### src/sv/tclp_pkg.sv
// package for the text command line parser
// holds sizes, command and status codes, keyword table and result type
// no dependencies
package tclp_pkg;

    localparam int MAX_LINE  = 1024;
    localparam int ARG_SLOTS = 4;
    localparam int OUT_ARGS  = (ARG_SLOTS < 4) ? ARG_SLOTS : 4;
    localparam int KW_COUNT  = 5;
    localparam int TOK_W     = $clog2(ARG_SLOTS + 3);
    localparam int LEN_W     = $clog2(MAX_LINE + 1);

    typedef logic [2:0] cmd_t;
    typedef logic [1:0] status_t;

    localparam cmd_t CMD_REBOX   = 3'd0;
    localparam cmd_t CMD_CLOSE   = 3'd1;
    localparam cmd_t CMD_HIDE    = 3'd2;
    localparam cmd_t CMD_RELEASE = 3'd3;
    localparam cmd_t CMD_QUIT    = 3'd4;

    localparam status_t ST_OK      = 2'd0;
    localparam status_t ST_UNKNOWN = 2'd1;
    localparam status_t ST_ZERO_ID = 2'd2;
    localparam status_t ST_TOO_LNG = 2'd3;

    localparam logic [7:0] CH_SPACE = 8'h20;
    localparam logic [7:0] CH_NL    = 8'h0A;
    localparam logic [7:0] CH_TAB   = 8'h09;
    localparam logic [7:0] CH_VT    = 8'h0B;
    localparam logic [7:0] CH_FF    = 8'h0C;
    localparam logic [7:0] CH_CR    = 8'h0D;
    localparam logic [7:0] CH_PLUS  = 8'h2B;
    localparam logic [7:0] CH_MINUS = 8'h2D;
    localparam logic [7:0] CH_ZERO  = 8'h30;
    localparam logic [7:0] CH_NINE  = 8'h39;

    // keywords, left aligned, first character in the top byte
    localparam logic [55:0] KW_TEXT [KW_COUNT] = '{
        {"REBOX", 16'h0000},
        {"CLOSE", 16'h0000},
        {"HIDE", 24'h000000},
        {"RELEASE"},
        {"QUIT", 24'h000000}
    };
    localparam logic [2:0] KW_LEN [KW_COUNT] = '{3'd5, 3'd5, 3'd4, 3'd7, 3'd4};

    typedef struct packed {
        cmd_t               command;
        status_t            status;
        logic signed [31:0] target_id;
        logic signed [31:0] arg_x;
        logic signed [31:0] arg_y;
        logic signed [31:0] arg_w;
        logic signed [31:0] arg_h;
    } result_t;

    // character at position pos of keyword k, zero past the end
    function automatic logic [7:0] kw_char(input int k, input logic [2:0] pos);
        logic [55:0] txt;
        int          sel;
        txt = KW_TEXT[k];
        sel = 6 - int'(pos);
        if (pos == 3'd7)
            return 8'h00;
        return txt[8*sel +: 8];
    endfunction

endpackage

### src/sv/tclp_if.sv
// valid/ready channel interfaces of the text command line parser
// byte channel and result channel; no dependencies
interface tclp_in_if;
    logic       valid;
    logic       ready;
    logic [7:0] rx_byte;

    modport source (output valid, output rx_byte, input ready);
    modport sink (input valid, input rx_byte, output ready);
endinterface

interface tclp_out_if;
    logic               valid;
    logic               ready;
    logic [2:0]         command;
    logic [1:0]         status;
    logic signed [31:0] target_id;
    logic signed [31:0] arg_x;
    logic signed [31:0] arg_y;
    logic signed [31:0] arg_w;
    logic signed [31:0] arg_h;

    modport source (output valid, output command, output status, output target_id,
                    output arg_x, output arg_y, output arg_w, output arg_h, input ready);
    modport sink (input valid, input command, input status, input target_id,
                  input arg_x, input arg_y, input arg_w, input arg_h, output ready);
endinterface

### src/sv/text_command_line_parser_unit.sv
// text command line parser: one byte per request in, one result per line out
// a newline byte's result is registered into the output register, or into the skid stage while the output is held
// throughput: one byte every cycle; ready drops only while the skid stage is full
// reset: asynchronous active low, clears the line state and the valid flags of both result stages
// depends on tclp_pkg and tclp_if
module text_command_line_parser_unit (
    input logic       clk,
    input logic       rst_n,
    tclp_in_if.sink   rx,
    tclp_out_if.source res
);
    import tclp_pkg::*;

    typedef enum logic [1:0] {
        PH_LEAD   = 2'd0,
        PH_DIGITS = 2'd1,
        PH_DONE   = 2'd2
    } phase_t;

    // line state
    logic [TOK_W-1:0]    token_index_reg, token_index_next;
    logic [KW_COUNT-1:0] keyword_match_reg, keyword_match_next;
    logic [2:0]          keyword_pos_reg, keyword_pos_next;
    logic [31:0]         number_accum_reg, number_accum_next;
    logic                number_neg_reg, number_neg_next;
    phase_t              phase_reg, phase_next;
    logic [31:0]         parsed_id_reg, parsed_id_next;
    logic [31:0]         parsed_args_reg [ARG_SLOTS];
    logic [31:0]         parsed_args_next [ARG_SLOTS];
    logic [LEN_W-1:0]    line_length_reg, line_length_next;
    logic                overflow_reg, overflow_next;
    cmd_t                line_cmd_reg, line_cmd_next;
    status_t             line_status_reg, line_status_next;

    // output register and skid stage
    result_t             out_data_reg, out_data_next;
    logic                out_valid_reg, out_valid_next;
    result_t             skid_data_reg, skid_data_next;
    logic                skid_valid_reg, skid_valid_next;

    logic                accept;
    logic [7:0]          c;
    logic                is_nl;
    logic                is_sp;
    logic                is_digit;
    logic                is_ws;
    logic [31:0]         tok_val;

    // effect of closing the current token
    logic [TOK_W-1:0]    et_tok_index;
    cmd_t                et_cmd;
    status_t             et_status;
    logic [31:0]         et_id;
    logic [31:0]         et_args [ARG_SLOTS];
    logic                kw_found;

    // result built at a newline
    status_t             fin_status;
    result_t             new_res;
    logic [31:0]         res_args [4];
    logic                out_free;

    assign rx.ready = !skid_valid_reg;
    assign accept   = rx.valid && rx.ready;
    assign c        = rx.rx_byte;
    assign is_nl    = (c == CH_NL);
    assign is_sp    = (c == CH_SPACE);
    assign is_digit = (c >= CH_ZERO) && (c <= CH_NINE);
    assign is_ws    = (c == CH_TAB) || (c == CH_VT) || (c == CH_FF) || (c == CH_CR);
    assign tok_val  = number_neg_reg ? (32'd0 - number_accum_reg) : number_accum_reg;

    // token close: keyword decode on token 0, id or argument capture after it
    always_comb
    begin
        et_cmd    = line_cmd_reg;
        et_status = line_status_reg;
        et_id     = parsed_id_reg;
        kw_found  = 1'b0;
        for (int j = 0; j < ARG_SLOTS; j++)
            et_args[j] = parsed_args_reg[j];
        if (line_status_reg == ST_OK)
        begin
            if (token_index_reg == '0)
            begin
                // first matching keyword wins
                for (int k = 0; k < KW_COUNT; k++)
                begin
                    if (!kw_found && keyword_match_reg[k] && (keyword_pos_reg == KW_LEN[k]))
                    begin
                        kw_found = 1'b1;
                        et_cmd   = cmd_t'(k);
                    end
                end
                if (!kw_found)
                    et_status = ST_UNKNOWN;
            end
            else if (line_cmd_reg != CMD_QUIT)
            begin
                if (token_index_reg == TOK_W'(1))
                begin
                    et_id = tok_val;
                    if (tok_val == 32'd0)
                        et_status = ST_ZERO_ID;
                end
                else
                begin
                    for (int j = 0; j < ARG_SLOTS; j++)
                    begin
                        if (token_index_reg == TOK_W'(j + 2))
                            et_args[j] = tok_val;
                    end
                end
            end
        end
        if (token_index_reg < TOK_W'(ARG_SLOTS + 2))
            et_tok_index = token_index_reg + TOK_W'(1);
        else
            et_tok_index = token_index_reg;
    end

    // result at a newline
    always_comb
    begin
        fin_status = et_status;
        if ((et_status == ST_OK) && (et_cmd != CMD_QUIT) && (et_tok_index < TOK_W'(2)))
            fin_status = ST_ZERO_ID;

        for (int j = 0; j < 4; j++)
            res_args[j] = 32'd0;

        new_res = '0;
        if (overflow_reg)
        begin
            new_res.status = ST_TOO_LNG;
        end
        else if (fin_status == ST_UNKNOWN)
        begin
            new_res.status = ST_UNKNOWN;
        end
        else if (fin_status == ST_ZERO_ID)
        begin
            new_res.command = et_cmd;
            new_res.status  = ST_ZERO_ID;
        end
        else
        begin
            new_res.command = et_cmd;
            if (et_cmd != CMD_QUIT)
            begin
                for (int j = 0; j < OUT_ARGS; j++)
                    res_args[j] = et_args[j];
                new_res.target_id = et_id;
                new_res.arg_x     = res_args[0];
                new_res.arg_y     = res_args[1];
                new_res.arg_w     = res_args[2];
                new_res.arg_h     = res_args[3];
            end
        end
    end

    // per-byte state update
    always_comb
    begin
        token_index_next   = token_index_reg;
        keyword_match_next = keyword_match_reg;
        keyword_pos_next   = keyword_pos_reg;
        number_accum_next  = number_accum_reg;
        number_neg_next    = number_neg_reg;
        phase_next         = phase_reg;
        parsed_id_next     = parsed_id_reg;
        for (int j = 0; j < ARG_SLOTS; j++)
            parsed_args_next[j] = parsed_args_reg[j];
        line_length_next   = line_length_reg;
        overflow_next      = overflow_reg;
        line_cmd_next      = line_cmd_reg;
        line_status_next   = line_status_reg;

        if (accept)
        begin
            if (is_nl)
            begin
                // back to the start of a line
                token_index_next   = '0;
                keyword_match_next = '1;
                keyword_pos_next   = 3'd0;
                number_accum_next  = 32'd0;
                number_neg_next    = 1'b0;
                phase_next         = PH_LEAD;
                parsed_id_next     = 32'd0;
                for (int j = 0; j < ARG_SLOTS; j++)
                    parsed_args_next[j] = 32'd0;
                line_length_next   = '0;
                overflow_next      = 1'b0;
                line_cmd_next      = CMD_REBOX;
                line_status_next   = ST_OK;
            end
            else
            begin
                if (line_length_reg < LEN_W'(MAX_LINE))
                    line_length_next = line_length_reg + LEN_W'(1);
                if (line_length_next >= LEN_W'(MAX_LINE))
                    overflow_next = 1'b1;

                if (is_sp)
                begin
                    token_index_next  = et_tok_index;
                    line_cmd_next     = et_cmd;
                    line_status_next  = et_status;
                    parsed_id_next    = et_id;
                    for (int j = 0; j < ARG_SLOTS; j++)
                        parsed_args_next[j] = et_args[j];
                    number_accum_next = 32'd0;
                    number_neg_next   = 1'b0;
                    phase_next        = PH_LEAD;
                end
                else if (token_index_reg == '0)
                begin
                    // keyword matching, one position per byte
                    for (int k = 0; k < KW_COUNT; k++)
                    begin
                        if ((keyword_pos_reg >= KW_LEN[k]) || (kw_char(k, keyword_pos_reg) != c))
                            keyword_match_next[k] = 1'b0;
                    end
                    if (keyword_pos_reg != 3'd7)
                        keyword_pos_next = keyword_pos_reg + 3'd1;
                end
                else if (phase_reg != PH_DONE)
                begin
                    if (is_digit)
                    begin
                        // accum * 10 + digit, wraps mod 2^32
                        number_accum_next = (number_accum_reg << 3) + (number_accum_reg << 1)
                                          + {28'd0, c[3:0]};
                        phase_next        = PH_DIGITS;
                    end
                    else if ((phase_reg == PH_LEAD) && is_ws)
                    begin
                        phase_next = PH_LEAD;
                    end
                    else if ((phase_reg == PH_LEAD) && ((c == CH_PLUS) || (c == CH_MINUS)))
                    begin
                        number_neg_next = (c == CH_MINUS);
                        phase_next      = PH_DIGITS;
                    end
                    else
                    begin
                        phase_next = PH_DONE;
                    end
                end
            end
        end
    end

    // output register with a skid stage behind it
    always_comb
    begin
        out_data_next   = out_data_reg;
        out_valid_next  = out_valid_reg;
        skid_data_next  = skid_data_reg;
        skid_valid_next = skid_valid_reg;
        out_free        = !out_valid_reg || res.ready;

        if (skid_valid_reg)
        begin
            if (res.ready)
            begin
                out_data_next   = skid_data_reg;
                out_valid_next  = 1'b1;
                skid_valid_next = 1'b0;
            end
        end
        else if (accept && is_nl)
        begin
            if (out_free)
            begin
                out_data_next  = new_res;
                out_valid_next = 1'b1;
            end
            else
            begin
                skid_data_next  = new_res;
                skid_valid_next = 1'b1;
            end
        end
        else if (res.ready)
        begin
            out_valid_next = 1'b0;
        end
    end

    always_ff @(posedge clk or negedge rst_n)
    begin
        if (!rst_n)
        begin
            token_index_reg   <= '0;
            keyword_match_reg <= '1;
            keyword_pos_reg   <= 3'd0;
            number_accum_reg  <= 32'd0;
            number_neg_reg    <= 1'b0;
            phase_reg         <= PH_LEAD;
            parsed_id_reg     <= 32'd0;
            for (int j = 0; j < ARG_SLOTS; j++)
                parsed_args_reg[j] <= 32'd0;
            line_length_reg   <= '0;
            overflow_reg      <= 1'b0;
            line_cmd_reg      <= CMD_REBOX;
            line_status_reg   <= ST_OK;
            out_valid_reg     <= 1'b0;
            skid_valid_reg    <= 1'b0;
        end
        else
        begin
            token_index_reg   <= token_index_next;
            keyword_match_reg <= keyword_match_next;
            keyword_pos_reg   <= keyword_pos_next;
            number_accum_reg  <= number_accum_next;
            number_neg_reg    <= number_neg_next;
            phase_reg         <= phase_next;
            parsed_id_reg     <= parsed_id_next;
            for (int j = 0; j < ARG_SLOTS; j++)
                parsed_args_reg[j] <= parsed_args_next[j];
            line_length_reg   <= line_length_next;
            overflow_reg      <= overflow_next;
            line_cmd_reg      <= line_cmd_next;
            line_status_reg   <= line_status_next;
            out_valid_reg     <= out_valid_next;
            skid_valid_reg    <= skid_valid_next;
        end
    end

    // result payload, no reset needed
    always_ff @(posedge clk)
    begin
        out_data_reg  <= out_data_next;
        skid_data_reg <= skid_data_next;
    end

    assign res.valid     = out_valid_reg;
    assign res.command   = out_data_reg.command;
    assign res.status    = out_data_reg.status;
    assign res.target_id = out_data_reg.target_id;
    assign res.arg_x     = out_data_reg.arg_x;
    assign res.arg_y     = out_data_reg.arg_y;
    assign res.arg_w     = out_data_reg.arg_w;
    assign res.arg_h     = out_data_reg.arg_h;

endmodule
### src/flat_wrapper.sv
// flat-port wrapper written by rule: the top's interface ports become plain ports
module text_command_line_parser_unit_flat import tclp_pkg::*;
  (clk, rst_n, rx_valid, rx_rx_byte, rx_ready, res_valid, res_command, res_status, res_target_id, res_arg_x, res_arg_y, res_arg_w, res_arg_h, res_ready);
  tclp_in_if rx_i ();
  tclp_out_if res_i ();
  input logic clk;
  input logic rst_n;
  input wire logic [$bits(rx_i.valid)-1:0] rx_valid;
  input wire logic [$bits(rx_i.rx_byte)-1:0] rx_rx_byte;
  output wire logic [$bits(rx_i.ready)-1:0] rx_ready;
  output wire logic [$bits(res_i.valid)-1:0] res_valid;
  output wire logic [$bits(res_i.command)-1:0] res_command;
  output wire logic [$bits(res_i.status)-1:0] res_status;
  output wire logic [$bits(res_i.target_id)-1:0] res_target_id;
  output wire logic [$bits(res_i.arg_x)-1:0] res_arg_x;
  output wire logic [$bits(res_i.arg_y)-1:0] res_arg_y;
  output wire logic [$bits(res_i.arg_w)-1:0] res_arg_w;
  output wire logic [$bits(res_i.arg_h)-1:0] res_arg_h;
  input wire logic [$bits(res_i.ready)-1:0] res_ready;
  assign rx_i.valid = rx_valid;
  assign rx_i.rx_byte = rx_rx_byte;
  assign rx_ready = rx_i.ready;
  assign res_valid = res_i.valid;
  assign res_command = res_i.command;
  assign res_status = res_i.status;
  assign res_target_id = res_i.target_id;
  assign res_arg_x = res_i.arg_x;
  assign res_arg_y = res_i.arg_y;
  assign res_arg_w = res_i.arg_w;
  assign res_arg_h = res_i.arg_h;
  assign res_i.ready = res_ready;
  text_command_line_parser_unit u_core (.clk(clk), .rst_n(rst_n), .rx(rx_i), .res(res_i));
endmodule
### config.mk
export PLATFORM = sky130hd
export DESIGN_NAME = text_command_line_parser_unit_flat
export DESIGN_NICKNAME = d
export VERILOG_FILES = /design/src/sv/tclp_pkg.sv /design/src/sv/tclp_if.sv /design/src/sv/text_command_line_parser_unit.sv /design/src/flat_wrapper.sv
export SDC_FILE = /design/constraint.sdc
export NUM_CORES = 1
export LEC_CHECK = 0
export BUFFER_PORTS_ARGS = -buffer_cell sky130_fd_sc_hd__buf_2
export CAP_MARGIN = 20
export CORE_AREA = 2 2 207 209
export CTS_CLUSTER_DIAMETER = 100
export DETAILED_ROUTE_END_ITERATION = 10
export DIE_AREA = 0 0 209 211
export PLACE_DENSITY_LB_ADDON = 0.3
export RECOVER_POWER = 50
export SYNTH_ARGS = -nofsm -noshare
export SYNTH_HDL_FRONTEND = slang
export SYNTH_SLANG_ARGS = --single-unit
### constraint.sdc
create_clock -name clk -period 26.1 [get_ports clk]
set_clock_uncertainty 0.15 [all_clocks]
set_input_delay 6.525 -clock clk [delete_from_list [all_inputs] [get_ports clk]]
set_output_delay 6.525 -clock clk [all_outputs]
set_load 0.01 [all_outputs]
=== Yosys cells after proc, flatten, opt, wreduce, memory -nomap -nowiden ===
Cells that the tools add are included.

* Bitwise gates (word level): 2
* Magnitude comparators: 9
* Eq/ne operators: 33
* Shift operators: 5
* Add/sub/neg operators: 7
* Reduce and logical (&&, ||, !) cells: 66
* Mux-type cells: 143

{| class="wikitable"
|+ Operators with widths
! kind !! number
|-
| two-way mux 128 bit || 6
|-
| two-way mux 165 bit || 4
|-
| two-way mux 160 bit || 4
|-
| two-way mux 32 bit || 16
|-
| variable part select 56 x 32 -> 8 bit, first input constant || 5
|-
| two-way mux 8 bit || 26
|-
| two-way mux 3 bit || 18
|-
| two-way mux 11 bit || 4
|-
| two-way mux 1 bit || 43
|-
| == test 8 x 4 -> 1 bit, second input constant || 5
|-
| inequality test 8 bit || 5
|-
| two-way mux 2 bit || 19
|-
| adder 32 bit || 1
|-
| adder 32 x 4 -> 32 bit || 1
|-
| zero test 32 bit || 1
|-
| subtractor 1 x 32 -> 32 bit, first input constant || 1
|-
| AND reduction 4 bit || 7
|-
| == test 8 x 6 -> 1 bit, second input constant || 3
|-
| nonzero test 2 bit || 12
|-
| logical AND 1 bit || 16
|-
| == test 3 bit, second input constant || 5
|-
| two-way mux 5 bit || 3
|-
| inequality test 3 x 1 -> 1 bit, second input constant || 4
|-
| AND reduction 3 bit || 4
|-
| 25 further kinds || 52
|}

* Input port bits: 12
* Flip-flop bits (word level): 555
* Word-level logic and storage cells: 300

=== Logic depth before layout (Yosys ltp) ===
Gate-level depths: netlist of run 1.

* Word-level depth: 43
* Gate-level depth with buffers: 16

=== Worst setup path after synthesis of run 1 ===
No wires, ideal clock.

* Kind: input to register
* From: input rx_rx_byte[4]
* To: register u_core.out_data_reg (netlist bit u_core.res.arg_h[0]), enable pin
* Path slack: 5.924 ns
* Arrival time: 19.108 ns
* Path buffers: 1
* Data required time: 25.032 ns
* Stages on the path: 5
* Path through: clkbuf_1 -> nor4_1 -> and4_1 -> nand2_1 -> o21ai_0

* Longest elaborated chain between the ends: 4

{| class="wikitable"
|+ RTL lines
! what !! line !! source
|-
| from (decl) || flat_wrapper.sv:9 || <nowiki>input wire logic [$bits(rx_i.rx_byte)-1:0] rx_rx_byte;</nowiki>
|-
| == test 8 x 4 -> 1 bit || text_command_line_parser_unit.sv:66 || <nowiki>assign is_nl = (c == CH_NL);</nowiki>
|-
| logical AND 1 bit || text_command_line_parser_unit.sv:272 || <nowiki>else if (accept && is_nl)</nowiki>
|-
| nonzero test 2 bit (no source line) || - ||
|-
| AND reduction 3 bit (no source line) || - ||
|-
| to (signal assigned) || text_command_line_parser_unit.sv:334 || <nowiki>out_data_reg <= out_data_next;</nowiki>
|-
| to (decl) || text_command_line_parser_unit.sv:36 || <nowiki>result_t out_data_reg, out_data_next;</nowiki>
|}

No other way between the ends.
A chain may end at the register's enable or synchronous reset.

==> results of run 1 <==
==> path summary, 6_finish.rpt <==
kind	startpoint	end	slack (ps)	depth (start not counted)
max	rst_n	u_core.parsed_args_reg[96]$_DFFE_PN0P_	13040	2
min	u_core.parsed_args_reg[83]$_DFFE_PN0P_	u_core.parsed_args_reg[83]$_DFFE_PN0P_	330	2
max reg2reg	u_core.number_accum_reg[0]$_DFFE_PN0P_	u_core.skid_data_reg[6]$_DFFE_PP_	15270	13
min reg2reg	u_core.parsed_args_reg[83]$_DFFE_PN0P_	u_core.parsed_args_reg[83]$_DFFE_PN0P_	330	2
max in group clk	u_core.number_accum_reg[0]$_DFFE_PN0P_	u_core.skid_data_reg[6]$_DFFE_PP_	15270	13
min in group asynchronous	rst_n	u_core.line_length_reg[3]$_DFFE_PN0P_	8170	1
==> final cells by class <==
class | instances | area, um^2
clock buffers | 66 | 1440
inverters | 30 | 113
fillers | 3127 | 12500
flip-flops and latches | 555 | 15500
multi-input cells | 1878 | 10100
repair buffers | 219 | 1060
clock inverters | 36 | 330
well taps | 539 | 674
==> layout by cell type, fill, tap and decap left out, drive strengths merged, types with 5 or more instances in the layout <==
cell    synthesis  layout
a211oi          7       7
a21o           10      10
a21oi         142     142
a22o            5       5
a31oi          12      12
and2           35      35
and3           14      14
and4            5       5
buf            33      76
bufinv          0       5
clkbuf        160     209
clkinv          1      26
dfrtp         220     220
dfstp           5       5
edfxtp        330     330
ha             69      69
inv            29      31
mux2i           9       9
nand2         469     469
nand2b         11      11
nand3          30      30
nand4          20      20
nor2          332     332
nor2b          13      13
nor3           25      25
nor4           19      19
o211ai         36      36
o21a            6       6
o21ai         405     405
o31a            5       5
o31ai          25      25
o41ai          12      12
or2             6       6
or3            13      13
or4            12      12
xnor2          31      31
xor2           39      39
==> per-stage QoR <==
stage	instance area [um^2]	hold slack, ps
detailed placement	27900	314
floorplan	26900	295
finish	29300	329
global placement	27900	306
global route	29300	342
CTS	29700	328
==> cells by family after synthesis <==
kind of cell / Yosys count / share of synthesized area [%]
fa+ha+maj: 71 / 3.36
simple gates: 1017 / 16.3
buf+inv: 223 / 3.51
xor+xnor: 70 / 2.28
compound gates: 707 / 16.1
flops: 555 / 57.9
mux: 13 / 0.503
==> power breakdown <==
| group | total (W) | internal (W) | leakage (nW) | switching, W |
|---|---|---|---|---|
| registers | 0.000970 | 0.000938 | 6.49 | 0.0000314 |
| logic | 0.000293 | 0.0000961 | 3.85 | 0.000197 |
| clock network | 0.000781 | 0.000442 | 0.859 | 0.000339 |
| total | 0.00204 | 0.00148 | 11.2 | 0.000567 |
==> routing by layer <==
layer  global-route usage, %  wire (um)
met1                    40.3      26900
met2                    48.6      31900
met3                    5.50       5800
met4                    14.3       2690
met5                       0          0
==> metrics.yaml, run 1 <==
grt_max_degree: 166
htreeDepth: 2
synth_cell_type_count: 79
synth.top_cell.area_share_pct: 36.9
gr-usage-all-layers_pct: 30.2
fin_cells: 3323
rows: 75
path_common_cell: "clkbuf_1"
path_buf_inv: 2
hold_path_class: "flip-flop to flip-flop"
fmax_mhz: 76.5
grt_first_pass_wirelength_mm: 106
nets: 2821
worst_pin_slew_ps: 6460
drc: 0
yosysWarnings: 0
insertedDiodeCount: 0
cts_buffers: 54
cp-end-kind: "asynchronous set/reset pin"
initial_utilization_pct: 64.3
yosys-top-cells-area: "edfxtp_1 37%, dfrtp_1 20%, nand2_1 6.6%, o21ai_0 5.7%, nor2_1 4.6%"
synth.largest_area_cell: "edfxtp_1"
hold_viol_final: 0
synth.avg_cell_area_um2: 10.1
critical_path.max_stage_delay_ps: 4400
grt_overflow: 0
cp_max_fo: 118
power_w: 0.00204
ys_seq_elements: 555
io_buffer_count: 178
dp_hpwl_mm: 43.1
grt_pass1_vias: 19900
cp_data_arrival_time_ps: 13090
crit_required_ps: 26130
ys_dominant_reg_cell: "edfxtp_1"
clkTransAtPathRegs_ps: 60
async_flop_share_pct: 40.5
antenna_found_initial: 0
max-vdd-ir-drop_mv: 0.0562
area_delta_synth_final_pct: 9.00
vias: 20800
max-slew-margin-rel_pct: -331
drive_gt1_share_pct: 7.26
initialDrtViolationCount: 2291
leakagePower_nw: 11.2
post-place-ws_ps: 15420
placed_cells: 3214
status: "complete, but fails checks"
wl_mm: 67.3
cts_resized: 0
max-cap-violations: 7
violations: "capacitance limit, slew limit"
ys_seq_area_share_pct: 57.9
vias_per_cell: 6.25
worst_slack_ps: 13040
synth_edf_count: 330
clk_latency_ps: 620
utilization_pct: 70.1
yosys-top-cells-count: "469 x nand2_1, 332 x nor2_1, 330 x edfxtp_1, 305 x o21ai_0, 220 x dfrtp_1"
cts_tree: "yes"
core_um2: 41800
crit_type: "primary input to asynchronous set/reset pin"
die_w_um: 209
largest_reg_flops: 165
root_buffer: "clkbuf_16"
power_density_nw_per_um2: 69.8
die-area_um2: 44100
post-route-period-util_pct: 50.1
period_needed_ps: 13060
postRouteAntennaNets: 0
fp.dieH_um: 211
rsz0062_at_grt: "no"
ctsLongestPathBuffers: 3
netlist_instances: 2656
cts_sinks: 555
crit_family: "buffers and inverters"
crit_slowest_cell: "clkbuf_1"
syn-num-nets: 2739
start_kind: "primary input"
crit_chain: "clkbuf_1, clkbuf_1"
syn_area_um2: 26900
fin_tns_setup_ps: 0
place_congestion: 0.914
yosysMostFrequentCell: "nand2_1"
drv_slew: 442
ios: 179
postCtsSetupBuffers: 0
drt-pass1-iter-count: 6
ctsHoldBuffers: 0
setup_viol: 0
route.detailed.wl_per_inst_um: 20.3
Note: power is estimated with default switching activity, not from simulation.
==> inputs of run 2 (changes only) <==
--- a/config.mk
+++ b/config.mk
@@ -7,10 +7,10 @@
 export LEC_CHECK = 0
 export BUFFER_PORTS_ARGS = -buffer_cell sky130_fd_sc_hd__buf_2
 export CAP_MARGIN = 20
-export CORE_AREA = 2 2 207 209
+export CORE_AREA = 2 2 224 226
 export CTS_CLUSTER_DIAMETER = 100
 export DETAILED_ROUTE_END_ITERATION = 10
-export DIE_AREA = 0 0 209 211
+export DIE_AREA = 0 0 226 228
 export PLACE_DENSITY_LB_ADDON = 0.3
 export RECOVER_POWER = 50
 export SYNTH_ARGS = -nofsm -noshare
==> constraint.sdc (replaced) <==
create_clock -name clk -period 11.6 [get_ports clk]
set_clock_uncertainty 0.15 [all_clocks]
set_input_delay 2.9 -clock clk [delete_from_list [all_inputs] [get_ports clk]]
set_output_delay 2.9 -clock clk [all_outputs]
set_load 0.01 [all_outputs]
==> run 2 against run 1 <==
The run still ends with capacitance limit, slew limit left. Final area rose by 1.6%. Worst hold slack got worse by 1.5 ps. Via count fell by 2.2%. Clock power rose by 130%. Global-route usage fell by 4.0 points. Core utilization fell by 9.8 points. Largest cell class unchanged. Die area rose by 17%.
==> metrics.yaml, run 2 (synthesis results as in run 1) <==
gr-usage-all-layers_pct: 26.3  # -4.0 points
crit_type: "primary input to asynchronous set/reset pin"
cts_buffers: 56  # +3.7%
insertedDiodeCount: 0  # unchanged
dp_hpwl_mm: 43.9  # +1.9%
grtUsageMet3_pct: 4.68  # -0.83 points
crit_chain: "clkbuf_1, clkbuf_2"
initial_utilization_pct: 54.4  # -9.9 points
setup_viol: 0  # unchanged
largest_reg_flops: 165  # unchanged
worst_pin_slew_ps: 4600  # -1860 ps
critical_path.max_stage_delay_ps: 3150  # -1250 ps
place_area_um2: 28100  # +0.62%
start_kind: "primary input"
grt_max_degree: 154  # -7.2%
crit_slowest_cell: "clkbuf_1"
cp_data_arrival_time_ps: 8000  # -5090 ps
final_common_cell: "nand2_1"
cp_max_fo: 81  # -31%
use_met1_pct: 37.5  # -2.8 points
core_um2: 49300  # +18%
max-slew-margin-rel_pct: -207  # +120 points
io_buffer_count: 178  # unchanged
hold_viol_final: 0  # unchanged
htreeDepth: 2  # unchanged
wl_mm: 68.2  # +1.4%
use_met2_pct: 40.8  # -7.8 points
die-area_um2: 51500  # +17%
place_congestion: 0.913  # -0.13%
nets: 2824  # +0.11%
area_delta_synth_final_pct: 10.8
power_density_nw_per_um2: 155  # +120%
cts_resized: 0  # unchanged
post-route-period-util_pct: 67.4
path_buf_inv: 2  # unchanged
grt_pass1_vias: 19200  # -3.4%
drt-pass1-iter-count: 7  # +1
crit_required_ps: 11790  # -14,340 ps
drc: 0  # unchanged
multi_input_area_um2: 10400  # +2.8%
cts_sinks: 555  # unchanged
cp-end-kind: "asynchronous set/reset pin"
vias: 20300  # -2.2%
route.detailed.wl_per_inst_um: 19.7  # -2.7%
fmax_mhz: 128
grt_first_pass_wirelength_mm: 107  # +1.2%
drive_gt1_share_pct: 8.86  # +1.6 points
max-vdd-ir-drop_mv: 0.108  # +92%
postRouteAntennaNets: 0  # unchanged
root_buffer: "clkbuf_16"
postCtsSetupBuffers: 0  # unchanged
seq_area_um2: 15500  # unchanged
busiest_layer: "met2"
ctsLongestPathBuffers: 3  # unchanged
violations: "capacitance limit, slew limit"
initialDrtViolationCount: 2021  # -12%
rows: 82  # +9.3%
n_fill_cell: 4110  # +31%
ctsHoldBuffers: 0  # unchanged
cts_tree: "yes"
ios: 179  # unchanged
period_needed_ps: 7820
status: "complete, but fails checks"
drv_slew: 229  # -48%
leakagePower_nw: 11.3  # +0.95%
design_area_um2: 29800  # +1.6%
crit_family: "buffers and inverters"
fp.dieH_um: 228  # +8.1%
rsz0062_at_grt: "no"
vias_per_cell: 5.86  # -6.1%
final_cell_mix: "468 x nand2_1, 331 x nor2_1, 330 x edfxtp_1, 308 x o21ai_0, 219 x dfrtp_1"
max-cap-violations: 5  # -2
die_w_um: 226  # +8.1%
clkTransAtPathRegs_ps: 60  # about the same
fin_tns_setup_ps: 0  # unchanged
hold_path_class: "flip-flop to flip-flop"
grt_overflow: 0  # unchanged
antenna_found_initial: 0  # unchanged
clk_latency_ps: 610  # about the same
run 2: per-layer routing:
layer / part of all wire, % / vias to the layer above
met3: 7.4 / 117
li1: - / 9574
met2: 47 / 762
met5: 0 / -
met4: 2.8 / 0
met1: 43 / 9845
run 2: report_power, final:
part	internal, W	total, W	switching [W]	leakage (nW)
Sequential	0.00211	0.00219	0.0000738	6.49
Clock	0.00100	0.00177	0.000766	0.875
Combinational	0.000213	0.000653	0.000440	3.93
run 2: cell type report:
class | count | area share, %
repair buffers | 220 | 3.62
well taps | 672 | 2.83
multi-input cells | 1878 | 34.9
inverters | 30 | 0.378
clock inverters | 32 | 0.807
flip-flops and latches | 555 | 52.3
clock buffers | 74 | 5.18
run 2: path summary, 6_finish.rpt:
check	cells after the start	endpoint	from	slack, ps
worst max-delay path	2	u_core.parsed_args_reg[107]$_DFFE_PN0P_	rst_n	3780
worst min-delay path	2	u_core.parsed_args_reg[72]$_DFFE_PN0P_	u_core.parsed_args_reg[72]$_DFFE_PN0P_	330
worst max register to register	13	u_core.res.arg_h[28]$_DFFE_PP_	u_core.number_accum_reg[0]$_DFFE_PN0P_	3970
worst min register to register	2	u_core.parsed_args_reg[72]$_DFFE_PN0P_	u_core.parsed_args_reg[72]$_DFFE_PN0P_	330
max in group clk	13	u_core.res.arg_h[28]$_DFFE_PP_	u_core.number_accum_reg[0]$_DFFE_PN0P_	3970
min in group asynchronous	1	u_core.keyword_pos_reg[0]$_DFFE_PN0P_	rst_n	3770
run 2: through the flow:
stage	instances	setup slack [ps]	power [W]	utilization (%)	hold slack [ps]
after floorplan	2656	2680	0.00268	-	295
after global placement	3347	5130	0.00285	57.0	306
after detailed placement	3347	5070	0.00287	57.0	315
after CTS	3453	5330	0.00462	60.6	328
after global routing	3461	2760	0.00478	60.3	345
final	3461	3780	0.00460	60.3	328
